**config.mk**
```make
export PLATFORM = sky130hd
export DESIGN_NAME = induced_subgraph_edge_fitness_top_flat
export DESIGN_NICKNAME = d
export VERILOG_FILES = /design/src/hdl/isef_pkg.sv /design/src/hdl/isef_if.sv /design/src/hdl/induced_subgraph_edge_fitness_top.sv /design/src/hdl/isef_ctrl.sv /design/src/hdl/isef_datapath.sv /design/src/flat_wrapper.sv
export SDC_FILE = /design/constraint.sdc
export NUM_CORES = 2
export LEC_CHECK = 0
export BUFFER_PORTS_ARGS = -buffer_cell sky130_fd_sc_hd__buf_2
export CORE_AREA = 2 2 611 552
export DETAILED_ROUTE_END_ITERATION = 12
export DIE_AREA = 0 0 613 554
export GPL_TIMING_DRIVEN = 0
export MAX_ROUTING_LAYER = met4
export PLACE_DENSITY = 0.76
export SETUP_SLACK_MARGIN = 0.2
export SYNTH_ARGS = -nofsm -noshare
export SYNTH_HDL_FRONTEND = slang
export SYNTH_SLANG_ARGS = --single-unit
```
**constraint.sdc**
```tcl
create_clock -name clock -period 17.3 [get_ports clock]
set_clock_uncertainty 0.1 [all_clocks]
set_input_delay 3.46 -clock clock [delete_from_list [all_inputs] [get_ports clock]]
set_output_delay 3.46 -clock clock [all_outputs]
set_load 0.01 [all_outputs]
```
**src/hdl/isef_pkg.sv**
```systemverilog
// ----------------------------------------------------------------------------
// isef_pkg
// Shared types and constants of the induced subgraph edge fitness block.
// ----------------------------------------------------------------------------
package isef_pkg;

   localparam int ROW_W    = 64;
   localparam int IDX_W    = 6;
   localparam int CNT_W    = 7;
   localparam int TOTAL_W  = 12;
   localparam int FIT_W    = 13;
   localparam int CSR_W    = 7;
   localparam int CSR_IX_W = 1;

   localparam logic OP_LOAD = 1'b0;
   localparam logic OP_EVAL = 1'b1;

   localparam logic [CSR_IX_W-1:0] CSR_NUM_NODES = 1'd0;
   localparam logic [CSR_IX_W-1:0] CSR_TARGET_K  = 1'd1;

   localparam logic [CNT_W-1:0] NUM_NODES_RESET = 7'd64;
   localparam logic [CNT_W-1:0] TARGET_K_RESET  = 7'd0;

   typedef enum logic [1:0] {
      ST_IDLE,
      ST_SCAN,
      ST_WAIT,
      ST_DONE
   } state_type;

   typedef struct packed {
      logic             load_wr;
      logic             capture;
      logic             rd_en;
      logic             out_wr;
      logic [IDX_W-1:0] idx;
   } cmd_type;

   typedef struct packed {
      logic last;
      logic no_nodes;
      logic out_free;
   } sts_type;

endpackage

```
**src/hdl/isef_if.sv**
```systemverilog
// ----------------------------------------------------------------------------
// isef_req_if / isef_rsp_if
// Valid/ready channels carrying request and response words.
// ----------------------------------------------------------------------------
interface isef_req_if;
   logic                         valid;
   logic                         ready;
   logic                         operation;
   logic [isef_pkg::IDX_W-1:0]   row_index;
   logic [isef_pkg::ROW_W-1:0]   row_bits;
   logic [isef_pkg::ROW_W-1:0]   selection;

   modport source (output valid, operation, row_index, row_bits, selection, input ready);
   modport sink   (input valid, operation, row_index, row_bits, selection, output ready);
endinterface

interface isef_rsp_if;
   logic                             valid;
   logic                             ready;
   logic signed [isef_pkg::FIT_W-1:0] fitness;
   logic                             size_ok;

   modport source (output valid, fitness, size_ok, input ready);
   modport sink   (input valid, fitness, size_ok, output ready);
endinterface

```
**src/hdl/induced_subgraph_edge_fitness_top.sv**
```systemverilog
// ----------------------------------------------------------------------------
// induced_subgraph_edge_fitness_top
// Edge count of the subgraph induced by a node selection, with size check.
// ----------------------------------------------------------------------------
// Request words arrive on req_if. A load word (operation 0) writes row_bits
// into adjacency row row_index as it is taken; one load per cycle when idle.
// An evaluate word (operation 1) scans rows 0..N-1, N = min(num_nodes,
// MAX_NODES), one row read and popcounted per cycle through the single read
// port of the row store. Its response word carries the edge count (i <= j,
// self-loops counted) and size_ok; fitness is negated when the selected-node
// count differs from target_k.
// The evaluate passes from the scan state through a wait state to the done
// state, which writes the response register; when N is zero it goes straight
// from idle to the done state. The next request is taken once the controller
// is back in idle, so no new request is taken while an evaluate runs.
// The response sits in an output register: new requests are taken while it
// waits; a finished evaluate holds until rsp_if.ready frees that register.
// csr_ writes set num_nodes (index 0) and target_k (index 1).
// Reset clears control state and restores num_nodes 64 and target_k 0;
// the adjacency rows are undefined until loaded.
// ----------------------------------------------------------------------------
module induced_subgraph_edge_fitness_top #(
   parameter int MAX_NODES = 64
) (
   input  logic                           clock,
   input  logic                           reset,
   isef_req_if.sink                       req_if,
   isef_rsp_if.source                     rsp_if,
   input  logic                           csr_wr_en,
   input  logic [isef_pkg::CSR_IX_W-1:0]  csr_index,
   input  logic [isef_pkg::CSR_W-1:0]     csr_wdata
);

   isef_pkg::cmd_type cmd;
   isef_pkg::sts_type sts;

   isef_ctrl u_ctrl (
      .clock         (clock),
      .reset         (reset),
      .req_valid     (req_if.valid),
      .req_operation (req_if.operation),
      .req_ready     (req_if.ready),
      .sts           (sts),
      .cmd           (cmd)
   );

   isef_datapath #(
      .MAX_NODES (MAX_NODES)
   ) u_datapath (
      .clock         (clock),
      .reset         (reset),
      .cmd           (cmd),
      .sts           (sts),
      .req_row_index (req_if.row_index),
      .req_row_bits  (req_if.row_bits),
      .req_selection (req_if.selection),
      .csr_wr_en     (csr_wr_en),
      .csr_index     (csr_index),
      .csr_wdata     (csr_wdata),
      .rsp_valid     (rsp_if.valid),
      .rsp_ready     (rsp_if.ready),
      .rsp_fitness   (rsp_if.fitness),
      .rsp_size_ok   (rsp_if.size_ok)
   );

endmodule

```
**src/hdl/isef_ctrl.sv**
```systemverilog
// ----------------------------------------------------------------------------
// isef_ctrl
// Sequencer: accepts words, steps the row scan, hands results to the output.
// ----------------------------------------------------------------------------
module isef_ctrl (
   input  logic                clock,
   input  logic                reset,
   input  logic                req_valid,
   input  logic                req_operation,
   output logic                req_ready,
   input  isef_pkg::sts_type   sts,
   output isef_pkg::cmd_type   cmd
);

   isef_pkg::state_type           state_ff, state_in;
   logic [isef_pkg::IDX_W-1:0]    idx_ff, idx_in;

   always_ff @(posedge clock) begin
      if (reset) begin
         state_ff <= isef_pkg::ST_IDLE;
         idx_ff   <= '0;
      end else begin
         state_ff <= state_in;
         idx_ff   <= idx_in;
      end
   end

   always_comb begin
      state_in  = state_ff;
      idx_in    = idx_ff;
      req_ready = 1'b0;
      cmd       = '0;
      cmd.idx   = idx_ff;
      case (state_ff)
         isef_pkg::ST_IDLE: begin
            req_ready = 1'b1;
            if (req_valid) begin
               if (req_operation == isef_pkg::OP_LOAD) begin
                  cmd.load_wr = 1'b1;
               end else begin
                  cmd.capture = 1'b1;
                  idx_in      = '0;
                  state_in    = sts.no_nodes ? isef_pkg::ST_DONE : isef_pkg::ST_SCAN;
               end
            end
         end
         isef_pkg::ST_SCAN: begin
            cmd.rd_en = 1'b1;
            idx_in    = idx_ff + 1'b1;
            if (sts.last) begin
               state_in = isef_pkg::ST_WAIT;
            end
         end
         isef_pkg::ST_WAIT: begin
            state_in = isef_pkg::ST_DONE;
         end
         isef_pkg::ST_DONE: begin
            if (sts.out_free) begin
               cmd.out_wr = 1'b1;
               state_in   = isef_pkg::ST_IDLE;
            end
         end
         default: begin
            state_in = isef_pkg::ST_IDLE;
         end
      endcase
   end

   a_out_slot_free: assert property (@(posedge clock) disable iff (reset)
      cmd.out_wr |-> sts.out_free)
      else $error("result written over a pending word");

   a_scan_start: assert property (@(posedge clock) disable iff (reset)
      (cmd.capture && !sts.no_nodes) |=> (state_ff == isef_pkg::ST_SCAN && idx_ff == '0))
      else $error("scan did not start at row zero");

   a_scan_end: assert property (@(posedge clock) disable iff (reset)
      (state_ff == isef_pkg::ST_SCAN && sts.last) |=> state_ff == isef_pkg::ST_WAIT)
      else $error("scan overran last row");

   a_load_idle: assert property (@(posedge clock) disable iff (reset)
      (cmd.load_wr || cmd.capture) |-> (req_valid && req_ready))
      else $error("row write or capture without accepted word");

endmodule

```
**src/hdl/isef_datapath.sv**
```systemverilog
// ----------------------------------------------------------------------------
// isef_datapath
// Adjacency row store, selection register, edge and node counters, output.
// ----------------------------------------------------------------------------
module isef_datapath #(
   parameter int MAX_NODES = 64
) (
   input  logic                                 clock,
   input  logic                                 reset,
   input  isef_pkg::cmd_type                    cmd,
   output isef_pkg::sts_type                    sts,
   input  logic [isef_pkg::IDX_W-1:0]           req_row_index,
   input  logic [isef_pkg::ROW_W-1:0]           req_row_bits,
   input  logic [isef_pkg::ROW_W-1:0]           req_selection,
   input  logic                                 csr_wr_en,
   input  logic [isef_pkg::CSR_IX_W-1:0]        csr_index,
   input  logic [isef_pkg::CSR_W-1:0]           csr_wdata,
   output logic                                 rsp_valid,
   input  logic                                 rsp_ready,
   output logic signed [isef_pkg::FIT_W-1:0]    rsp_fitness,
   output logic                                 rsp_size_ok
);

   localparam int AW = $clog2(MAX_NODES);
   localparam logic [isef_pkg::CNT_W-1:0] MAX_N = isef_pkg::CNT_W'(MAX_NODES);

   logic [isef_pkg::ROW_W-1:0]   row_mem_ff [MAX_NODES];
   logic [isef_pkg::ROW_W-1:0]   rd_q_ff;
   logic                         acc_pend_ff;
   logic [isef_pkg::IDX_W-1:0]   acc_idx_ff;
   logic [isef_pkg::ROW_W-1:0]   sel_ff, sel_in;
   logic [isef_pkg::TOTAL_W-1:0] total_ff;
   logic [isef_pkg::CNT_W-1:0]   chosen_ff;
   logic [isef_pkg::CNT_W-1:0]   num_nodes_ff, target_k_ff;
   logic [isef_pkg::CNT_W-1:0]   n_eff;
   logic [isef_pkg::ROW_W-1:0]   hit;
   logic [isef_pkg::CNT_W-1:0]   hit_cnt;
   logic                         out_valid_ff;
   logic signed [isef_pkg::FIT_W-1:0] fit_ff;
   logic                         size_ok_ff;
   logic                         match;

   function automatic logic [isef_pkg::CNT_W-1:0] popcount(input logic [isef_pkg::ROW_W-1:0] v);
      logic [isef_pkg::CNT_W-1:0] c;
      c = '0;
      for (int j = 0; j < isef_pkg::ROW_W; j++) begin
         c = c + isef_pkg::CNT_W'(v[j]);
      end
      return c;
   endfunction

   assign n_eff = (num_nodes_ff > MAX_N) ? MAX_N : num_nodes_ff;

   always_comb begin
      for (int j = 0; j < isef_pkg::ROW_W; j++) begin
         sel_in[j] = req_selection[j] & (isef_pkg::CNT_W'(j) < n_eff);
         hit[j]    = rd_q_ff[j] & sel_ff[j] & (isef_pkg::IDX_W'(j) >= acc_idx_ff);
      end
   end

   assign hit_cnt = popcount(hit);

   assign sts.last     = ({1'b0, cmd.idx} == (n_eff - 1'b1));
   assign sts.no_nodes = (n_eff == '0);
   assign sts.out_free = !out_valid_ff || rsp_ready;

   always_ff @(posedge clock) begin
      if (reset) begin
         num_nodes_ff <= isef_pkg::NUM_NODES_RESET;
         target_k_ff  <= isef_pkg::TARGET_K_RESET;
      end else if (csr_wr_en) begin
         case (csr_index)
            isef_pkg::CSR_NUM_NODES: num_nodes_ff <= csr_wdata;
            isef_pkg::CSR_TARGET_K:  target_k_ff  <= csr_wdata;
            default: ;
         endcase
      end
   end

   always_ff @(posedge clock) begin
      if (cmd.load_wr && ({1'b0, req_row_index} < MAX_N)) begin
         row_mem_ff[req_row_index[AW-1:0]] <= req_row_bits;
      end
   end

   always_ff @(posedge clock) begin
      if (cmd.rd_en) begin
         rd_q_ff <= row_mem_ff[cmd.idx[AW-1:0]];
      end
      acc_idx_ff <= cmd.idx;
   end

   always_ff @(posedge clock) begin
      if (reset) begin
         acc_pend_ff <= 1'b0;
      end else begin
         acc_pend_ff <= cmd.rd_en;
      end
   end

   always_ff @(posedge clock) begin
      if (cmd.capture) begin
         sel_ff    <= sel_in;
         total_ff  <= '0;
         chosen_ff <= '0;
      end else if (acc_pend_ff && sel_ff[acc_idx_ff]) begin
         total_ff  <= total_ff + isef_pkg::TOTAL_W'(hit_cnt);
         chosen_ff <= chosen_ff + 1'b1;
      end
   end

   assign match = (chosen_ff == target_k_ff);

   always_ff @(posedge clock) begin
      if (reset) begin
         out_valid_ff <= 1'b0;
      end else if (cmd.out_wr) begin
         out_valid_ff <= 1'b1;
      end else if (rsp_ready) begin
         out_valid_ff <= 1'b0;
      end
   end

   always_ff @(posedge clock) begin
      if (cmd.out_wr) begin
         fit_ff     <= match ? $signed({1'b0, total_ff}) : -$signed({1'b0, total_ff});
         size_ok_ff <= match;
      end
   end

   assign rsp_valid   = out_valid_ff;
   assign rsp_fitness = fit_ff;
   assign rsp_size_ok = size_ok_ff;

endmodule
```
**src/flat_wrapper.sv**
```systemverilog
// flat-port wrapper written by rule: the top's interface ports become plain ports
module induced_subgraph_edge_fitness_top_flat 
#(
   parameter int MAX_NODES = 64
)
  (clock, reset, csr_wr_en, csr_index, csr_wdata, req_if_valid, req_if_operation, req_if_row_index, req_if_row_bits, req_if_selection, req_if_ready, rsp_if_valid, rsp_if_fitness, rsp_if_size_ok, rsp_if_ready);
  isef_req_if req_if_i ();
  isef_rsp_if rsp_if_i ();
  input  logic clock;
  input  logic reset;
  input  logic csr_wr_en;
  input  logic [isef_pkg::CSR_IX_W-1:0] csr_index;
  input  logic [isef_pkg::CSR_W-1:0] csr_wdata;
  input wire logic [$bits(req_if_i.valid)-1:0] req_if_valid;
  input wire logic [$bits(req_if_i.operation)-1:0] req_if_operation;
  input wire logic [$bits(req_if_i.row_index)-1:0] req_if_row_index;
  input wire logic [$bits(req_if_i.row_bits)-1:0] req_if_row_bits;
  input wire logic [$bits(req_if_i.selection)-1:0] req_if_selection;
  output wire logic [$bits(req_if_i.ready)-1:0] req_if_ready;
  output wire logic [$bits(rsp_if_i.valid)-1:0] rsp_if_valid;
  output wire logic [$bits(rsp_if_i.fitness)-1:0] rsp_if_fitness;
  output wire logic [$bits(rsp_if_i.size_ok)-1:0] rsp_if_size_ok;
  input wire logic [$bits(rsp_if_i.ready)-1:0] rsp_if_ready;
  assign req_if_i.valid = req_if_valid;
  assign req_if_i.operation = req_if_operation;
  assign req_if_i.row_index = req_if_row_index;
  assign req_if_i.row_bits = req_if_row_bits;
  assign req_if_i.selection = req_if_selection;
  assign req_if_ready = req_if_i.ready;
  assign rsp_if_valid = rsp_if_i.valid;
  assign rsp_if_fitness = rsp_if_i.fitness;
  assign rsp_if_size_ok = rsp_if_i.size_ok;
  assign rsp_if_i.ready = rsp_if_ready;
  induced_subgraph_edge_fitness_top #(.MAX_NODES(MAX_NODES)) u_core (.clock(clock), .reset(reset), .req_if(req_if_i), .rsp_if(rsp_if_i), .csr_wr_en(csr_wr_en), .csr_index(csr_index), .csr_wdata(csr_wdata));
endmodule
```
# Word level (Yosys, flattened, before mapping)

Memories as Yosys holds them, arrays and structs flattened. A register that Yosys moved wholly into a read port is not among the register bits.
Index checks and enable logic that the tools add are counted.

Input bits: 148
Bits in writable memories: 4,096
Output and inout port bits: 16
Logic and storage cells: 450
Bits in registers: 127
Memories kept: 1

Equality and inequality tests: 9
Muxes and demuxes: 25
$lt $le $gt $ge: 130
Bitwise logic cells: 193
Reduce and logical (&&, ||, !) cells: 11
$add $sub $neg: 68

Memory list:

| name                         | words | bits a word | rd ports | clocked after memory_dff | write ports | line                | text |
|---|---|---|---|---|---|---|---|
| u_core.u_datapath.row_mem_ff | 64    | 64          | 1        | 1                        | 1           | isef_datapath.sv:27 | `logic [isef_pkg::ROW_W-1:0] row_mem_ff [MAX_NODES];` |

Operator list:

| kind                                                              | count |
|---|---|
| adder 7 x 1 -> 7 bit                                              | 57 |
| less-than comparator 6 x 7 -> 1 bit (first input constant)        | 32 |
| bitwise AND 1 bit                                                 | 192 |
| greater-or-equal comparator 6 bit (first input constant)          | 32 |
| less-than comparator 5 x 7 -> 1 bit (first input constant)        | 16 |
| greater-or-equal comparator 5 x 6 -> 1 bit (first input constant) | 16 |
| less-than comparator 4 x 7 -> 1 bit (first input constant)        | 8 |
| greater-or-equal comparator 4 x 6 -> 1 bit (first input constant) | 8 |
| less-than comparator 3 x 7 -> 1 bit (first input constant)        | 4 |
| greater-or-equal comparator 3 x 6 -> 1 bit (first input constant) | 4 |
| less-than comparator 1 x 7 -> 1 bit (first input constant)        | 2 |
| less-than comparator 2 x 7 -> 1 bit (first input constant)        | 2 |
| 2-to-1 mux 2 bit                                                  | 7 |
| negation 12 -> 13 bit                                             | 1 |
| adder 12 x 7 -> 12 bit                                            | 1 |
| greater-or-equal comparator 1 x 6 -> 1 bit (first input constant) | 2 |
| greater-or-equal comparator 2 x 6 -> 1 bit (first input constant) | 2 |
| 2-to-1 mux 12 bit                                                 | 1 |
| 2-to-1 mux 6 bit                                                  | 2 |
| one-hot mux 6 bit (2 select lines)                                | 1 |
| 2-to-1 mux 1 bit                                                  | 11 |
| one-hot mux 2 bit (4 select lines)                                | 1 |
| adder 6 x 1 -> 7 bit                                              | 1 |
| adder 7 x 1 -> 7 bit (second input constant)                      | 1 |
| other kinds (27)                                                  | 32 |

# Longest topological paths before layout

Depth in word-level cells: 66
Depth in mapped cells: 30
Mapped depth without buffers: 28

# Modules after synthesis

Synthesis repeated with hierarchy kept, for this count alone.

Cell total of the unflattened synthesis: 6,811
Area, all modules: 165,895.4 sq um

Modules (own cells, without submodules):

| module        | sequential area each (sq um) | cells an instance | area an instance (sq um) | times used |
|---|---|---|---|---|
| isef_datapath | 128,082.8                    | 6,749             | 165,319.8                | 1 |
| isef_ctrl     | 160.2                        | 62                | 575.6                    | 1 |

# Worst setup path before layout

OpenSTA, ideal clock, no wires.

Kind: input -> register
Start: input req_if_row_index[5]
End: memory u_core.u_datapath.row_mem_ff[38][0] (netlist bit) (enable)
Setup time: 0.487 ns
Buffers on the path: 2
Path slack: 9.731 ns
Data arrival time: 6.982 ns
Cell stages on the path: 4
Data required time: 16.713 ns
Path through: clkbuf_1 or3b_2 clkbuf_1 nor2_1

RTL lines:

| what        | line                | text |
|---|---|---|
| from (decl) | flat_wrapper.sv:16  | `input wire logic [$bits(req_if_i.row_index)-1:0] req_if_row_index;` |
| to (decl)   | isef_datapath.sv:27 |  |

Straight into the memory's write port.

# Worst setup path after layout

Start: register u_core.u_datapath.acc_idx_ff[2] (netlist bit)
End: register u_core.u_datapath.total_ff[11] (netlist bit)

Word-level cells in the longest chain between the ends: 66
Elaborated cells on any way between the ends: 195
Classes of those cells: add/sub: 64; order compare: 64; mux: 2; bitwise: 64; reduce/logical: 1

Ends and longest elaborated chain:

| what                                       | line                 | text |
|---|---|---|
| from (decl)                                | isef_datapath.sv:30  | `logic [isef_pkg::IDX_W-1:0] acc_idx_ff;` |
| from (signal assigned)                     | isef_datapath.sv:90  | `acc_idx_ff <= cmd.idx;` |
| greater-or-equal comparator 1 x 6 -> 1 bit | isef_datapath.sv:57  | `hit[j] = rd_q_ff[j] & sel_ff[j] & (isef_pkg::IDX_W'(j) >= acc_idx_ff);` |
| bitwise AND 1 bit                          | isef_datapath.sv:57  |  |
| adder 1 x 1 -> 2 bit                       | isef_datapath.sv:47  | `c = c + isef_pkg::CNT_W'(v[j]);` |
| adder 2 x 1 -> 3 bit                       | isef_datapath.sv:47  |  |
| adder 3 x 1 -> 4 bit                       | isef_datapath.sv:47  |  |
| adder 4 x 1 -> 5 bit                       | isef_datapath.sv:47  |  |
| adder 5 x 1 -> 6 bit                       | isef_datapath.sv:47  |  |
| adder 6 x 1 -> 7 bit                       | isef_datapath.sv:47  |  |
| adder 7 x 1 -> 7 bit (57 in series)        | isef_datapath.sv:47  |  |
| adder 12 x 7 -> 12 bit                     | isef_datapath.sv:107 | `total_ff <= total_ff + isef_pkg::TOTAL_W'(hit_cnt);` |
| to (signal assigned)                       | isef_datapath.sv:107 |  |
| to (decl)                                  | isef_datapath.sv:32  | `logic [isef_pkg::TOTAL_W-1:0] total_ff;` |

Several ways; a longest one is shown, not always the timed one. The select of a mux whose other input is x is not followed.
A chain may end at the register's enable or synchronous reset.

==> results.py <==
metrics = {
    "cts": {
        "cts_inserted_buffers": 401,
        "cts.htree.levels": 5,
        "clk-insertion-delay-late_ns": 0.95,
        "clockBufferDepth": 4,
        "post_cts_hold_buffer_count": 0,
        "cts.reportedPaths.clkPinSlew_ns": 0.07,
        "buffers_inserted_by_post_cts_timing_repair": 0,
        "clock_sink_count": 4287,
        "root_buf_cell": "sky130_fd_sc_hd__clkbuf_16",
        "ctsResizeCount": 0,
        "cts_tree": "built",
    },
    "detailed_routing": {
        "drt_drc_violations_left": 0,
        "final_antenna_net_count": 0,
        "detail_route.first_pass.iterations": 6,
        "routed_wirelength_um": 522000,
        "dr.first_iter.drc_count": 15500,
        "via_count": 86600,
        "detail_route.wl_per_cell_um": 41.5,
        "avgViaCountPerCell": 6.88,
    },
    "setup_path": {
        "startpoint_type": "flop",
        "worstSetupPathType": "reg2reg",
        "critical_path_s_top_delay_family": "adder cells",
        "crit_arrival_ns": 9.64,
        "critPathMaxStageDelay_ns": 0.58,
        "worst_r2r_startpoint": "u_core.u_datapath.acc_idx_ff[2]$_DFF_P_",
        "cp_max_fo": 10,
        "timing.critical_path.buf_inv": 6,
        "cp-end-kind": "flop",
        "cp.required_ns": 17.99,
        "timing.critical_path.mode_cell": "sky130_fd_sc_hd__fa_1",
        "timing.critical_path.from": "u_core.u_datapath.acc_idx_ff[2]$_DFF_P_",
        "worst_path_max_delay_cell": "sky130_fd_sc_hd__fa_1",
    },
    "floorplanning": {
        "die_height_um": 554,
        "top_level_ports": 164,
        "die_w_um": 613,
        "floorplan.rows": 201,
        "die_area_mm2": 0.340,
        "core_mm2": 0.333,
        "floorplan.initialDensity": 0.498,
    },
    "yosys": {
        "seq_area_frac_synth": 0.773,
        "yosys.area_share.xor_xnor": 0.00190,
        "yosys.cell_types.count": 64,
        "syn-cell-area_mm2": 0.166,
        "fraction_of_the_mapped_netlist_area_in_simple_logic_gates": 0.0112,
        "main_combinational_cell_family_by_area_after_synthesis": "multiplexers",
        "ys_seq_elements": 4287,
        "muxShareOfSynthArea": 0.185,
        "postSynthAreaPerCell_um2": 24.3,
        "syn_nets": 7060,
        "post_synthesis_compound_gate_area_fraction": 0.00797,
        "netlist_instances": 6819,
        "synth_async_sr_flop_share": 0,
        "synth_warnings": 0,
        "yosys.area_share.adder": 0.00955,
        "number_of_flops_mapped_to_enable_cells_by_yosys": 4238,
        "postSynth.topFlopCell": "sky130_fd_sc_hd__edfxtp_1",
    },
    "worst_hold_path": {
        "hold_path_startpoint": "u_core.u_ctrl.idx_ff[3]$_SDFFE_PP0P_",
        "timing.hold.worst.class": "reg2reg",
    },
    "timing": {
        "achievable-frequency_mhz": 112,
        "worst_slew_pin_slew_ns": 1.57,
        "finalCritPeriodShare": 0.517,
        "final.min_clock_period_ns": 8.95,
        "final-max-slew-violation-count": 22,
        "finalSetupTns_ns": 0,
        "rsz_0062_raised_after_global_routing": "false",
        "fin_worst_hold_slack_ns": 0.258,
        "finalSetupViolCount": 0,
        "relSlewSlack": -0.0476,
        "hold_viol": 0,
    },
    "global_routing": {
        "grt_first_pass_wirelength_um": 702000,
        "antenna_found_initial": 68,
        "grt_max_degree": 65,
        "vias_in_the_first_global_route": 85100,
        "grt_overflow": 0,
        "met3_usage": 0.0945,
        "track_usage": 0.312,
        "grtUsageMet1": 0.373,
        "globalRoute.busiestLayer": "met2",
        "use_met2": 0.478,
    },
    "cells_and_area": {
        "layout.core_utilization": 0.572,
        "drive_above_1_share": 0.316,
        "filler_cell_count": 22400,
        "layout-area-overhead-vs-synth_pct": 14.8,
        "design.final.nets": 7821,
    },
    "place": {
        "dp_hpwl_um": 319000,
        "last_weighted_congestion_value_of_the_routability_driven_placer": 0.986,
        "io_buffer_count": 158,
    },
    "run": {
        "maxCapViolCount": 3,
    },
    "power": {
        "power.static_leakage_nw": 57.4,
        "power_density_mw_per_mm2": 129,
        "design_power_mw": 24.5,
        "max_vdd_drop_mv": 0.529,
    },
    "outcome": {
        "violations": "max-capacitance violations, max-slew violations",
        "status": "finished with violations",
    },
}
## synthesized netlist by cell type (21+ instances only)
library cell | number | area, um2
sky130_fd_sc_hd__nor2_1 | 138 | 518
sky130_fd_sc_hd__o21a_1 | 28 | 210
sky130_fd_sc_hd__nor2b_1 | 34 | 213
sky130_fd_sc_hd__ha_1 | 37 | 463
sky130_fd_sc_hd__dfxtp_1 | 49 | 981
sky130_fd_sc_hd__o21ai_0 | 38 | 190
sky130_fd_sc_hd__edfxtp_1 | 4238 | 127000
sky130_fd_sc_hd__a21boi_0 | 21 | 158
sky130_fd_sc_hd__xnor2_1 | 22 | 193
sky130_fd_sc_hd__fa_1 | 56 | 1120
sky130_fd_sc_hd__buf_1 | 35 | 131
sky130_fd_sc_hd__a21oi_1 | 42 | 210
sky130_fd_sc_hd__nand2_1 | 93 | 349
sky130_fd_sc_hd__nand3_1 | 45 | 225
sky130_fd_sc_hd__buf_2 | 108 | 541
sky130_fd_sc_hd__clkbuf_1 | 219 | 822
sky130_fd_sc_hd__inv_1 | 72 | 270
sky130_fd_sc_hd__mux4_2 | 1360 | 30600
## layout by cell type (no fill, tap or decap), types with 34 or more instances in the layout
cell type | Yosys | final
sky130_fd_sc_hd__diode_2 | 0 | 227
sky130_fd_sc_hd__edfxtp_1 | 4238 | 4238
sky130_fd_sc_hd__buf_2 | 108 | 268
sky130_fd_sc_hd__nand2_1 | 93 | 93
sky130_fd_sc_hd__clkbuf_16 | 0 | 407
sky130_fd_sc_hd__fa_1 | 56 | 56
sky130_fd_sc_hd__clkinv_2 | 0 | 77
sky130_fd_sc_hd__bufinv_16 | 0 | 42
sky130_fd_sc_hd__clkinv_1 | 1 | 86
sky130_fd_sc_hd__dfxtp_1 | 49 | 49
sky130_fd_sc_hd__nor2_4 | 0 | 64
sky130_fd_sc_hd__ha_1 | 37 | 36
sky130_fd_sc_hd__buf_12 | 0 | 166
sky130_fd_sc_hd__inv_1 | 72 | 72
sky130_fd_sc_hd__o21ai_0 | 38 | 38
sky130_fd_sc_hd__clkbuf_1 | 219 | 274
sky130_fd_sc_hd__a21oi_1 | 42 | 42
sky130_fd_sc_hd__nor2_1 | 138 | 74
sky130_fd_sc_hd__nand3_1 | 45 | 45
sky130_fd_sc_hd__nor2b_1 | 34 | 34
sky130_fd_sc_hd__mux4_2 | 1360 | 1360
## worst paths after layout
check        cells past startpoint                                     endpoint  slack, ns
max                             26  u_core.u_datapath.total_ff[11]$_SDFFE_PP0P_       8.35
min                              0      u_core.u_datapath.acc_idx_ff[3]$_DFF_P_       0.26
max reg2reg                     26  u_core.u_datapath.total_ff[11]$_SDFFE_PP0P_       8.35
min reg2reg                      0      u_core.u_datapath.acc_idx_ff[3]$_DFF_P_       0.26
## power by group
part	internal, mW	switching (mW)
clock network	4.95	3.98
logic	1.65	2.28
registers	11.5	0.123
total	18.1	6.38
## layout make-up
type,instances,area (um2),share of cell area
buffer,364,1560,0.00817
tap,4466,5590,0.0293
clock buffer,491,10500,0.0551
clock inverter,236,2330,0.0122
inverter,73,274,0.00144
multi-input combinational,2095,36300,0.191
timing repair buffer,358,5020,0.0264
antenna,227,568,0.00298
sequential,4287,128000,0.674
## flip-flops by register name, indices dropped and copies added, names as in the netlist
signal	flops
u_core.u_datapath.chosen_ff	7
u_core.u_ctrl.state_ff	2
u_core.u_datapath.acc_pend_ff	1
u_core.u_datapath.acc_idx_ff	6
u_core.u_datapath.num_nodes_ff	7
u_core.u_datapath.sel_ff	64
u_core.u_datapath.rsp_size_ok	1
u_core.u_datapath.rsp_valid	1
u_core.u_datapath.target_k_ff	7
u_core.u_datapath.rsp_fitness	13
u_core.u_datapath.rd_q_ff	64
u_core.u_datapath.total_ff	12
u_core.u_ctrl.idx_ff	6
u_core.u_datapath.row_mem_ff	4096
## per-layer routing
layer,vias up,share of wire
met2,8304,0.48
met1,45400,0.32
met3,1760,0.14
met5,-,0
li1,31200,-
met4,0,0.070
## metrics by stage
stage / setup slack, ns / instances / cell area, um2
finish: 8.35 / 12600 / 190000
global route: 7.93 / 12600 / 190000
CTS: 8.38 / 12400 / 190000
detailed placement: 8.41 / 11600 / 177000
global placement: 5.32 / 11400 / 172000
floorplan: 9.73 / 6819 / 166000
## logic make-up after synthesis
group / after synthesis
compound gates: 200
flops: 4287
fa+ha+maj: 93
xor+xnor: 36
buf+inv: 437
mux: 1372
simple gates: 394
Note: power is estimated with default switching activity, not from simulation.
